==> src/design/bcpa_pkg.sv <==
// ----------------------------------------------------------------------------
// bcpa_pkg
// types, constants and command codes shared by the point adder modules
// ----------------------------------------------------------------------------
package bcpa_pkg;

  localparam int MaxFieldBits = 43;
  localparam int DegW = 6;
  localparam int CfgIdxW = 2;

  typedef logic [MaxFieldBits-1:0] fe_t;

  localparam logic [CfgIdxW-1:0] CFG_DEGREE  = 2'd0;
  localparam logic [CfgIdxW-1:0] CFG_MODULUS = 2'd1;
  localparam logic [CfgIdxW-1:0] CFG_CURVE_A = 2'd2;

  typedef struct packed {
    fe_t  p_x;
    fe_t  p_y;
    logic p_inf;
    fe_t  q_x;
    fe_t  q_y;
    logic q_inf;
  } in_word_t;

  typedef struct packed {
    fe_t  r_x;
    fe_t  r_y;
    logic r_inf;
  } out_word_t;

  // register file selects
  typedef enum logic [3:0] {
    R_PX, R_PY, R_LAM, R_X3, R_Y3, R_B, R_T, R_U, R_DY
  } reg_sel_t;

  // datapath operations
  typedef enum logic [3:0] {
    OP_NONE,
    OP_LOAD,     // latch and mask inputs, form dx and dy
    OP_CLASS,    // special case results, inversion operand into u and b
    OP_COPY,     // t = b
    OP_MUL,      // start multiply src_a * src_b into dst
    OP_LAM_DBL,  // lam = px ^ t
    OP_X3,       // x3 = t ^ lam ^ dx ^ a
    OP_Y3_DBL,   // y3 = y3 ^ t
    OP_Y3_ADD    // y3 = y3 ^ x3 ^ py
  } op_t;

  typedef struct packed {
    op_t      op;
    reg_sel_t src_a;
    reg_sel_t src_b;
    reg_sel_t dst;
    logic     lam_inc;   // use lam ^ 1 as first operand
    logic     px_xor_x3; // use px ^ x3 as second operand
  } dp_cmd_t;

  typedef struct packed {
    logic mul_done;
    logic p_inf;
    logic q_inf;
    logic same_x;
    logic sum_inf;
    logic [DegW-1:0] deg;
  } dp_stat_t;

endpackage

==> src/design/bcpa_mul.sv <==
// ----------------------------------------------------------------------------
// bcpa_mul
// bit-serial carry-less multiplier with interleaved modular reduction
// ----------------------------------------------------------------------------
module bcpa_mul
  import bcpa_pkg::*;
(
  input  logic            clk,
  input  logic            rst,
  input  logic            start,
  input  fe_t             a,
  input  fe_t             b,
  input  logic [DegW-1:0] deg,
  input  fe_t             modulus,
  input  fe_t             mask,
  output logic            done,
  output fe_t             result
);

  fe_t acc;
  fe_t opa;
  fe_t opb;
  logic [DegW-1:0] cnt;
  logic busy;

  // msb-first: acc = acc*x mod f, then add a if bit set
  fe_t  shifted;
  logic top;
  fe_t  acc_next;

  always_comb begin
    top = |(acc & ~(mask >> 1));
    shifted = (acc << 1) & mask;
    if (top) begin
      shifted = shifted ^ modulus;
    end
    acc_next = opb[MaxFieldBits-1] ? (shifted ^ opa) : shifted;
  end

  // opb is aligned so that bit n-1 sits at the top
  always_ff @(posedge clk) begin
    if (rst) begin
      busy <= 1'b0;
      done <= 1'b0;
      cnt  <= '0;
      acc  <= '0;
      opa  <= '0;
      opb  <= '0;
    end else if (start) begin
      busy <= 1'b1;
      done <= 1'b0;
      acc  <= '0;
      opa  <= a;
      opb  <= b << (6'(MaxFieldBits) - deg);
      cnt  <= deg;
    end else if (busy) begin
      acc  <= acc_next;
      opb  <= opb << 1;
      cnt  <= cnt - 1'b1;
      busy <= (cnt != 6'd1);
      done <= (cnt == 6'd1);
    end else begin
      done <= 1'b0;
    end
  end

  assign result = acc;

endmodule

==> src/design/bcpa_datapath.sv <==
// ----------------------------------------------------------------------------
// bcpa_datapath
// operand registers, field configuration and the shared multiplier
// ----------------------------------------------------------------------------
module bcpa_datapath
  import bcpa_pkg::*;
(
  input  logic               clk,
  input  logic               rst,
  input  logic               cfg_we,
  input  logic [CfgIdxW-1:0] cfg_idx,
  input  fe_t                cfg_data,
  input  in_word_t           in_word,
  input  dp_cmd_t            cmd,
  output dp_stat_t           stat,
  output out_word_t          res
);

  logic [DegW-1:0] field_degree;
  fe_t  modulus_low;
  logic curve_a;

  logic [DegW-1:0] deg;
  fe_t  mask;
  fe_t  fmod;

  fe_t px, py, qx, qy, dx, dy, u, b, t, lam, x3, y3;
  logic pinf, qinf, rinf;
  logic same_x, sum_inf;

  always_comb begin
    deg = field_degree;
    if (deg < 6'd2) begin
      deg = 6'd2;
    end
    if (deg > 6'(MaxFieldBits)) begin
      deg = 6'(MaxFieldBits);
    end
    mask = fe_t'(({1'b0, {MaxFieldBits{1'b1}}} >> (MaxFieldBits - int'(deg))));
    fmod = modulus_low & mask;
  end

  always_ff @(posedge clk) begin
    if (rst) begin
      field_degree <= 6'd43;
      modulus_low  <= fe_t'(89);
      curve_a      <= 1'b0;
    end else if (cfg_we) begin
      case (cfg_idx)
        CFG_DEGREE:  field_degree <= cfg_data[DegW-1:0];
        CFG_MODULUS: modulus_low  <= cfg_data;
        CFG_CURVE_A: curve_a      <= cfg_data[0];
        default: ;
      endcase
    end
  end

  fe_t opa, opb, mres;
  logic mdone;

  always_comb begin
    case (cmd.src_a)
      R_PX:    opa = px;
      R_PY:    opa = py;
      R_LAM:   opa = lam;
      R_X3:    opa = x3;
      R_Y3:    opa = y3;
      R_B:     opa = b;
      R_T:     opa = t;
      R_U:     opa = u;
      R_DY:    opa = dy;
      default: opa = '0;
    endcase
    case (cmd.src_b)
      R_PX:    opb = px;
      R_PY:    opb = py;
      R_LAM:   opb = lam;
      R_X3:    opb = x3;
      R_Y3:    opb = y3;
      R_B:     opb = b;
      R_T:     opb = t;
      R_U:     opb = u;
      R_DY:    opb = dy;
      default: opb = '0;
    endcase
    if (cmd.lam_inc) begin
      opa = lam ^ fe_t'(1);
    end
    if (cmd.px_xor_x3) begin
      opb = px ^ x3;
    end
  end

  bcpa_mul u_mul (
    .clk     (clk),
    .rst     (rst),
    .start   (cmd.op == OP_MUL),
    .a       (opa),
    .b       (opb),
    .deg     (deg),
    .modulus (fmod),
    .mask    (mask),
    .done    (mdone),
    .result  (mres)
  );

  reg_sel_t mdst;

  always_comb begin
    same_x  = (dx == '0);
    sum_inf = same_x && (dy == px || px == '0);
  end

  always_ff @(posedge clk) begin
    if (rst) begin
      mdst <= R_T;
      px   <= '0;
      py   <= '0;
      qx   <= '0;
      qy   <= '0;
      dx   <= '0;
      dy   <= '0;
      u    <= '0;
      b    <= '0;
      t    <= '0;
      lam  <= '0;
      x3   <= '0;
      y3   <= '0;
      pinf <= 1'b0;
      qinf <= 1'b0;
      rinf <= 1'b0;
    end else begin
      if (cmd.op == OP_MUL) begin
        mdst <= cmd.dst;
      end
      if (mdone) begin
        case (mdst)
          R_LAM:   lam <= mres;
          R_Y3:    y3  <= mres;
          R_B:     b   <= mres;
          default: t   <= mres;
        endcase
      end else begin
        case (cmd.op)
          OP_LOAD: begin
            px   <= in_word.p_x & mask;
            py   <= in_word.p_y & mask;
            qx   <= in_word.q_x & mask;
            qy   <= in_word.q_y & mask;
            pinf <= in_word.p_inf;
            qinf <= in_word.q_inf;
            dx   <= (in_word.p_x ^ in_word.q_x) & mask;
            dy   <= (in_word.p_y ^ in_word.q_y) & mask;
          end
          OP_CLASS: begin
            if (pinf) begin
              x3   <= qinf ? '0 : qx;
              y3   <= qinf ? '0 : qy;
              rinf <= qinf;
            end else if (qinf) begin
              x3   <= px;
              y3   <= py;
              rinf <= 1'b0;
            end else if (sum_inf) begin
              x3   <= '0;
              y3   <= '0;
              rinf <= 1'b1;
            end else begin
              rinf <= 1'b0;
              u    <= same_x ? px : dx;
              b    <= same_x ? px : dx;
            end
          end
          OP_COPY:    t   <= b;
          OP_LAM_DBL: lam <= px ^ t;
          OP_X3:      x3  <= t ^ lam ^ dx ^ fe_t'(curve_a);
          OP_Y3_DBL:  y3  <= y3 ^ t;
          OP_Y3_ADD:  y3  <= y3 ^ x3 ^ py;
          default: ;
        endcase
      end
    end
  end

  always_comb begin
    stat.mul_done = mdone;
    stat.p_inf    = pinf;
    stat.q_inf    = qinf;
    stat.same_x   = same_x;
    stat.sum_inf  = sum_inf;
    stat.deg      = deg;
  end

  assign res.r_x   = x3;
  assign res.r_y   = y3;
  assign res.r_inf = rinf;

endmodule

==> src/design/bcpa_ctrl.sv <==
// ----------------------------------------------------------------------------
// bcpa_ctrl
// sequencer for case selection, inversion chain and point formulas
// ----------------------------------------------------------------------------
module bcpa_ctrl
  import bcpa_pkg::*;
(
  input  logic     clk,
  input  logic     rst,
  input  logic     in_valid,
  output logic     in_ready,
  output logic     out_valid,
  input  logic     out_ready,
  input  dp_stat_t stat,
  output dp_cmd_t  cmd
);

  // inversion of u: b holds u^(2^e-1); squarings run in t, the final squaring in b
  typedef enum logic [4:0] {
    S_IDLE, S_CLASS, S_SCAN, S_SQ, S_SQ_WAIT, S_MB, S_MB_WAIT, S_BSQ, S_BSQ_WAIT,
    S_BMUL, S_BMUL_WAIT, S_NEXT, S_FIN, S_FIN_WAIT, S_LAM, S_LAM_WAIT, S_LAM_FIX,
    S_X3SQ, S_X3SQ_WAIT, S_X3, S_Y3A, S_Y3A_WAIT, S_Y3B, S_Y3B_WAIT, S_Y3_FIX,
    S_DONE
  } state_t;

  state_t state;
  logic [DegW-1:0] k;
  logic [DegW-1:0] e;
  logic [DegW-1:0] sq_cnt;
  logic [2:0] bitpos;
  logic started;
  logic dbl;

  dp_cmd_t c;

  always_comb begin
    c = '{op: OP_NONE, src_a: R_T, src_b: R_T, dst: R_T, lam_inc: 1'b0,
          px_xor_x3: 1'b0};
    case (state)
      S_IDLE:  if (in_valid) c.op = OP_LOAD;
      S_CLASS: c.op = OP_CLASS;
      S_SCAN:  if (started) c.op = OP_COPY;
      S_SQ: begin
        c.op = OP_MUL; c.src_a = R_T; c.src_b = R_T; c.dst = R_T;
      end
      S_MB: begin
        c.op = OP_MUL; c.src_a = R_T; c.src_b = R_B; c.dst = R_B;
      end
      S_BSQ: begin
        c.op = OP_MUL; c.src_a = R_B; c.src_b = R_B; c.dst = R_T;
      end
      S_BMUL: begin
        c.op = OP_MUL; c.src_a = R_T; c.src_b = R_U; c.dst = R_B;
      end
      S_FIN: begin
        c.op = OP_MUL; c.src_a = R_B; c.src_b = R_B; c.dst = R_B;
      end
      S_LAM: begin
        c.op = OP_MUL; c.src_a = dbl ? R_PY : R_DY; c.src_b = R_B;
        c.dst = dbl ? R_T : R_LAM;
      end
      S_LAM_FIX: if (dbl) c.op = OP_LAM_DBL;
      S_X3SQ: begin
        c.op = OP_MUL; c.src_a = R_LAM; c.src_b = R_LAM; c.dst = R_T;
      end
      S_X3: c.op = OP_X3;
      S_Y3A: begin
        // doubling: (lam^1)*x3, addition: lam*(px^x3)
        c.op = OP_MUL; c.src_a = R_LAM; c.src_b = R_X3; c.dst = R_Y3;
        c.lam_inc = dbl; c.px_xor_x3 = !dbl;
      end
      S_Y3B: begin
        c.op = OP_MUL; c.src_a = R_PX; c.src_b = R_PX; c.dst = R_T;
      end
      S_Y3_FIX: c.op = dbl ? OP_Y3_DBL : OP_Y3_ADD;
      default: ;
    endcase
  end

  always_ff @(posedge clk) begin
    if (rst) begin
      state     <= S_IDLE;
      out_valid <= 1'b0;
      k         <= '0;
      e         <= '0;
      sq_cnt    <= '0;
      bitpos    <= '0;
      started   <= 1'b0;
      dbl       <= 1'b0;
    end else begin
      case (state)
        S_IDLE: if (in_valid) state <= S_CLASS;
        S_CLASS: begin
          k       <= stat.deg - 1'b1;
          bitpos  <= 3'd5;
          started <= 1'b0;
          dbl     <= stat.same_x;
          if (stat.p_inf || stat.q_inf || stat.sum_inf) begin
            state     <= S_DONE;
            out_valid <= 1'b1;
          end else begin
            state <= S_SCAN;
          end
        end
        S_SCAN: begin
          if (!started) begin
            // skip to the leading one of k
            if (k[bitpos]) begin
              started <= 1'b1;
              e       <= 6'd1;
            end
            if (bitpos == 3'd0) begin
              state <= S_FIN;
            end else begin
              bitpos <= bitpos - 1'b1;
            end
          end else begin
            sq_cnt <= e;
            state  <= S_SQ;
          end
        end
        S_SQ: state <= S_SQ_WAIT;
        S_SQ_WAIT: if (stat.mul_done) begin
          if (sq_cnt == 6'd1) begin
            state <= S_MB;
          end else begin
            sq_cnt <= sq_cnt - 1'b1;
            state  <= S_SQ;
          end
        end
        S_MB: state <= S_MB_WAIT;
        S_MB_WAIT: if (stat.mul_done) begin
          e     <= {e[DegW-2:0], 1'b0};
          state <= k[bitpos] ? S_BSQ : S_NEXT;
        end
        S_BSQ: state <= S_BSQ_WAIT;
        S_BSQ_WAIT: if (stat.mul_done) state <= S_BMUL;
        S_BMUL: state <= S_BMUL_WAIT;
        S_BMUL_WAIT: if (stat.mul_done) begin
          e     <= e + 1'b1;
          state <= S_NEXT;
        end
        S_NEXT: begin
          if (bitpos == 3'd0) begin
            state <= S_FIN;
          end else begin
            bitpos <= bitpos - 1'b1;
            state  <= S_SCAN;
          end
        end
        S_FIN: state <= S_FIN_WAIT;
        S_FIN_WAIT: if (stat.mul_done) state <= S_LAM;
        S_LAM: state <= S_LAM_WAIT;
        S_LAM_WAIT: if (stat.mul_done) state <= S_LAM_FIX;
        S_LAM_FIX: state <= S_X3SQ;
        S_X3SQ: state <= S_X3SQ_WAIT;
        S_X3SQ_WAIT: if (stat.mul_done) state <= S_X3;
        S_X3: state <= S_Y3A;
        S_Y3A: state <= S_Y3A_WAIT;
        S_Y3A_WAIT: if (stat.mul_done) state <= dbl ? S_Y3B : S_Y3_FIX;
        S_Y3B: state <= S_Y3B_WAIT;
        S_Y3B_WAIT: if (stat.mul_done) state <= S_Y3_FIX;
        S_Y3_FIX: begin
          state     <= S_DONE;
          out_valid <= 1'b1;
        end
        S_DONE: if (out_ready) begin
          out_valid <= 1'b0;
          state     <= S_IDLE;
        end
        default: state <= S_IDLE;
      endcase
    end
  end

  assign in_ready = (state == S_IDLE);
  assign cmd      = c;

endmodule

==> src/design/binary_curve_point_add_core.sv <==
// a finite sum needs n-1 squarings and up to 2*log2(n) products on the bit-serial
// multiplier for the inversion, then three or four formula products
// infinite operand or infinite sum: the result is set in S_CLASS, which goes
// straight to S_DONE without the inversion
// one word in flight at a time; synchronous active-high reset sets n=43, modulus 89, a=0
// ----------------------------------------------------------------------------
// binary_curve_point_add_core
// affine point addition on a binary curve over a configurable GF(2^n)
// ----------------------------------------------------------------------------
module binary_curve_point_add_core
  import bcpa_pkg::*;
(
  input  logic               clk,
  input  logic               rst,
  input  logic               cfg_we,
  input  logic [CfgIdxW-1:0] cfg_idx,
  input  fe_t                cfg_data,
  input  logic               in_valid,
  output logic               in_ready,
  input  in_word_t           in_data,
  output logic               out_valid,
  input  logic               out_ready,
  output out_word_t          out_data
);

  dp_cmd_t  cmd;
  dp_stat_t stat;

  bcpa_ctrl u_ctrl (
    .clk        (clk),
    .rst        (rst),
    .in_valid   (in_valid),
    .in_ready   (in_ready),
    .out_valid  (out_valid),
    .out_ready  (out_ready),
    .stat       (stat),
    .cmd        (cmd)
  );

  bcpa_datapath u_dp (
    .clk      (clk),
    .rst      (rst),
    .cfg_we   (cfg_we),
    .cfg_idx  (cfg_idx),
    .cfg_data (cfg_data),
    .in_word  (in_data),
    .cmd      (cmd),
    .stat     (stat),
    .res      (out_data)
  );

endmodule
==> config.mk <==
export PLATFORM = sky130hd
export DESIGN_NAME = binary_curve_point_add_core
export DESIGN_NICKNAME = d
export VERILOG_FILES = /design/src/design/bcpa_pkg.sv /design/src/design/bcpa_mul.sv /design/src/design/bcpa_datapath.sv /design/src/design/bcpa_ctrl.sv /design/src/design/binary_curve_point_add_core.sv
export SDC_FILE = /design/constraint.sdc
export NUM_CORES = 2
export LEC_CHECK = 0
export ABC_AREA = 1
export BUFFER_PORTS_ARGS = -buffer_cell sky130_fd_sc_hd__buf_2
export CAP_MARGIN = 20
export CORE_MARGIN = 4
export CORE_UTILIZATION = 50
export DETAILED_ROUTE_END_ITERATION = 6
export PLACE_DENSITY = 0.68
export SLEW_MARGIN = 15
export SYNTH_ARGS = -nofsm -noshare
export SYNTH_HDL_FRONTEND = slang
export SYNTH_SLANG_ARGS = --single-unit
==> constraint.sdc <==
create_clock -name clk -period 4.3 [get_ports clk]
set_input_delay 0 -clock clk [delete_from_list [all_inputs] [get_ports clk]]
set_output_delay 0 -clock clk [all_outputs]
set_load 0.05 [all_outputs]
==> flow_metrics.tcl <==
set metrics [dict create \
    num_rows 109 \
    detail_route.iter0.violations 10300 \
    layout-drive-gt1-share_pct 10.1 \
    tritoncts.num_buffers 88 \
    first_global_vias 48200 \
    finalCoreUtilization_pct 59.6 \
    ys_warn_count 0 \
    ys_async_sr_fraction_pct 0 \
    violated_checks "design-rule violations, negative setup slack" \
    filler_cell_count 8427 \
    worstReg2RegEnd "u_dp.x3[39]$_SDFFE_PP0P_" \
    run_status "finished with violations" \
    max_clock_freq_mhz 229 \
    routed_wirelength_mm 240 \
    grt-ovfl-total 0 \
    cts-root-buf "sky130_fd_sc_hd__clkbuf_16" \
    timing.max_slew.rel_slack_pct 14.2 \
    final-hold-violation-count 0 \
    total_switching_power_mw 15.7 \
    die_x_um 307 \
    multi_input_gate_area_in_the_final_layout_um2 25700 \
    synth.ff_latch_count 738 \
    synthesis.area_per_instance_um2 6.51 \
    swShare_pct 48.1 \
    worst_skew_pair.late_latency_ps 690 \
    timing.hold.worst_path_depth 4 \
    area.sequential_um2 14800 \
    via_density 6.46 \
    worstReg2RegStart "u_dp.px[26]$_SDFFE_PP0P_" \
    p_per_area_nw_per_um2 619 \
    floorplan.initialDensity_pct 50.4 \
    maximum_number_of_pins_on_one_net_before_global_route_repair 165 \
    p_int_mw 16.9 \
    timing_worst_setup_path_type "flip-flop to flip-flop" \
    finClkSkew_ps 35.1 \
    drt-wirelength-per-cell_um 28.6 \
    timing.final.crit_share_pct 101 \
    grt_setup_unrepaired "false" \
    static-leakage-power_nw 21.4 \
    postLayoutSetupSlackWorst_ps -63.3 \
    remaining_drc_errors 40 \
    endpoint_kind "flip-flop" \
    critPathArrivalTime_ps 4970 \
    ctsHtreeMaxLevel 3 \
    critPathRequiredTime_ps 4910 \
    max-vdd-ir-drop_uv 638 \
    fp.dieH_um 307 \
    cts_buffer_depth 3 \
    fin_nets 7381 \
    seq_power_share_pct 34.2 \
    finalSetupViolCount 1 \
    place.port_buffers 312 \
    routed-via-count 54100 \
    seq_area_frac_synth_pct 33.1 \
    worst-r2r-cell-count 12 \
    hold_path_end "u_dp.modulus_low[11]$_SDFFE_PP0P_" \
    final_period_minus_worst_setup_slack_ps 4360 \
    io_pins 313 \
    postSynthCellCount 6843 \
    p_comb_share_pct 42.4 \
    drt.antenna.violating_nets 0 \
    transition_time_at_the_pin_with_the_least_slew_margin_ps 1270 \
    tritoncts "built" \
    area_growth_syn_to_layout_pct 18.2 \
    power_frac_clock_pct 23.5 \
    cts_clock_pin_slew_for_the_worst_setup_and_hold_paths_ps 60 \
    synthDistinctLibCells 56 \
    die_area_um2 94000 \
    dp_hpwl_mm 168 \
    crit_path_start_kind "flip-flop" \
    track_usage_pct 48.5 \
    worst_hold_startpoint "cfg_data[11]" \
    syn_area_um2 44600 \
    totalPowerFinal_mw 32.6 \
    grt_first_pass_wirelength_mm 338 \
    fp.coreArea_um2 88400 \
    edff_count_synth 0 \
    timing.critical_path.fanout_max 29 \
    timing_max_transition_violations_final 0 \
    synthesis.nets 7077 \
    place_congestion 1.06 \
    drv.max_cap_violation_count 0 \
    place_worst_setup_slack_ps 217 \
    antenna_found_initial 6 \
    r2r_slack_ps -60 \
    post-cts-setup-buffers 0 \
    synthFlopType "sky130_fd_sc_hd__dfxtp_1" \
    hold_path_class "input pin to flip-flop" \
    drt_pre_antenna_iters 7 \
    tritoncts_num_sinks 738 \
]
kinds of logic (layout without fill, tap and decap cells):
logic type,after synthesis,in the layout,synth area share [%]
AOI/OAI and AO/OA,1719,1719,21.9
buffers and inverters,1104,1474,9.51
DFF,738,738,33.1
and+or+nand+nor,2877,2877,27.4
adders and majority gates,10,10,0.281
xor gates and xnor gates,395,395,7.78
other,0,7,0
cell usage in the layout (no fill, tap or decap), types with 249 or more instances in the layout:
cell type | synthesis | layout
sky130_fd_sc_hd__nor2_1 | 452 | 444
sky130_fd_sc_hd__nand2_1 | 1479 | 1472
sky130_fd_sc_hd__buf_2 | 45 | 311
sky130_fd_sc_hd__inv_1 | 539 | 534
sky130_fd_sc_hd__nand3_1 | 783 | 780
sky130_fd_sc_hd__dlygate4sd3_1 | 0 | 249
sky130_fd_sc_hd__dfxtp_1 | 738 | 735
sky130_fd_sc_hd__xnor2_1 | 277 | 277
sky130_fd_sc_hd__o21ai_0 | 633 | 633
sky130_fd_sc_hd__a21oi_1 | 616 | 615
cell usage after synthesis, types with 39 or more instances:
library cell	n	share of area (%)
sky130_fd_sc_hd__dfxtp_1	738	33
sky130_fd_sc_hd__o311ai_0	53	1.0
sky130_fd_sc_hd__a211oi_1	39	0.66
sky130_fd_sc_hd__o22ai_1	64	0.90
sky130_fd_sc_hd__xor2_1	117	2.3
sky130_fd_sc_hd__inv_1	539	4.5
sky130_fd_sc_hd__a21oi_1	616	6.9
sky130_fd_sc_hd__buf_2	45	0.51
sky130_fd_sc_hd__buf_1	52	0.44
sky130_fd_sc_hd__xnor2_1	277	5.4
sky130_fd_sc_hd__nor2_1	452	3.8
sky130_fd_sc_hd__o21ai_0	633	7.1
sky130_fd_sc_hd__o211ai_1	71	1.2
sky130_fd_sc_hd__nand3_1	783	8.8
sky130_fd_sc_hd__clkbuf_1	422	3.6
sky130_fd_sc_hd__nand2_1	1479	12
sky130_fd_sc_hd__a31oi_1	88	1.2
sky130_fd_sc_hd__nand4_1	63	0.88
timing repair:
action | in CTS | in global routing
hold buffers | 249 | 0
endpoints found under the hold margin | 385 | 0
gates resized for setup | 0 | 1
setup endpoints to repair | 0 | 1
critical path, cell delays in order, from the launching register on:
cell                       delay, ps
sky130_fd_sc_hd__dfxtp_1         560
sky130_fd_sc_hd__xor2_1          300
sky130_fd_sc_hd__nor4_1          630
sky130_fd_sc_hd__or3b_1          390
sky130_fd_sc_hd__o21ai_0         630
sky130_fd_sc_hd__a21oi_4         170
sky130_fd_sc_hd__buf_4           300
sky130_fd_sc_hd__inv_1           140
sky130_fd_sc_hd__nand2_1          80
sky130_fd_sc_hd__nand2_1          90
sky130_fd_sc_hd__buf_4           450
sky130_fd_sc_hd__o211ai_1        300
sky130_fd_sc_hd__a21oi_1         190
state kept, by name (all words and copies together) (netlist names), 43 cells and up:
| name | flops |
|---|---|
| u_dp.qx | 43 |
| u_dp.lam | 43 |
| u_dp.u_mul.opb | 43 |
| u_dp.px | 43 |
| u_dp.py | 43 |
| u_dp.t | 43 |
| u_dp.u_mul.opa | 43 |
| u_dp.dx | 43 |
| u_dp.u_mul.result | 43 |
| u_dp.qy | 43 |
| u_dp.modulus_low | 43 |
| u_dp.u | 43 |
| u_dp.dy | 43 |
| u_dp.x3 | 43 |
| u_dp.y3 | 43 |
| u_dp.b | 43 |
worst max path at each step:
stage / startpoint / slack [ps] / end
6_report: u_dp.px[26]$_SDFFE_PP0P_ / -60 / u_dp.x3[39]$_SDFFE_PP0P_
5_1_grt: u_dp.field_degree[2]$_SDFFE_PP0P_ / 30 / u_dp.u_mul.result[16]$_SDFFE_PP0P_
4_1_cts: u_dp.px[26]$_SDFFE_PP0P_ / 190 / u_ctrl.out_valid$_SDFFE_PP0P_
3_5_place_dp: u_dp.px[26]$_SDFFE_PP0P_ / 220 / u_dp.x3[39]$_SDFFE_PP0P_
3_3_place_gp: u_dp.px[26]$_SDFFE_PP0P_ / 180 / u_dp.x3[39]$_SDFFE_PP0P_
2_1_floorplan: u_dp.field_degree[2]$_SDFFE_PP0P_ / 820 / u_dp.u_mul.result[34]$_SDFFE_PP0P_
power groups by stage:
stage	registers (mW)	logic (mW)	clock network (mW)
after floorplan	9.54	8.65	0
after global placement	10.9	12.7	0
after detailed placement	10.9	12.8	0
after CTS	10.7	13.1	7.62
after global routing	11.0	14.5	7.91
final	11.1	13.8	7.65
layer usage:
layer  wire (µm)  global-route usage [%]  up-vias
met4       14200                    22.6        8
met3       44300                    25.8      872
li1            -                       -    23600
met5         265                    2.33        -
met1       91600                    64.4    25000
met2       89200                    63.5     4659
metrics by stage:
step / cell area (µm²) / TNS (ps) / std cells / hold WS [ps]
final: 52700 / -63.3 / 8385 / 76.7
after detailed placement: 47300 / 0 / 7970 / 228
after global placement: 47300 / 0 / 7969 / 221
after global routing: 52700 / 0 / 8379 / 91.0
after CTS: 52600 / 0 / 8375 / 39.9
after floorplan: 44600 / 0 / 6843 / 126
final cells by class:
type	count	area share (%)
clock buffer	126	4.81
sequential	738	28.1
tap	1165	2.77
inverter	576	4.14
clock inverter	30	0.610
multi-input combinational	5001	48.8
timing repair buffer	742	10.8
antenna	7	0.0333
Power figures use the tool's default switching activity.
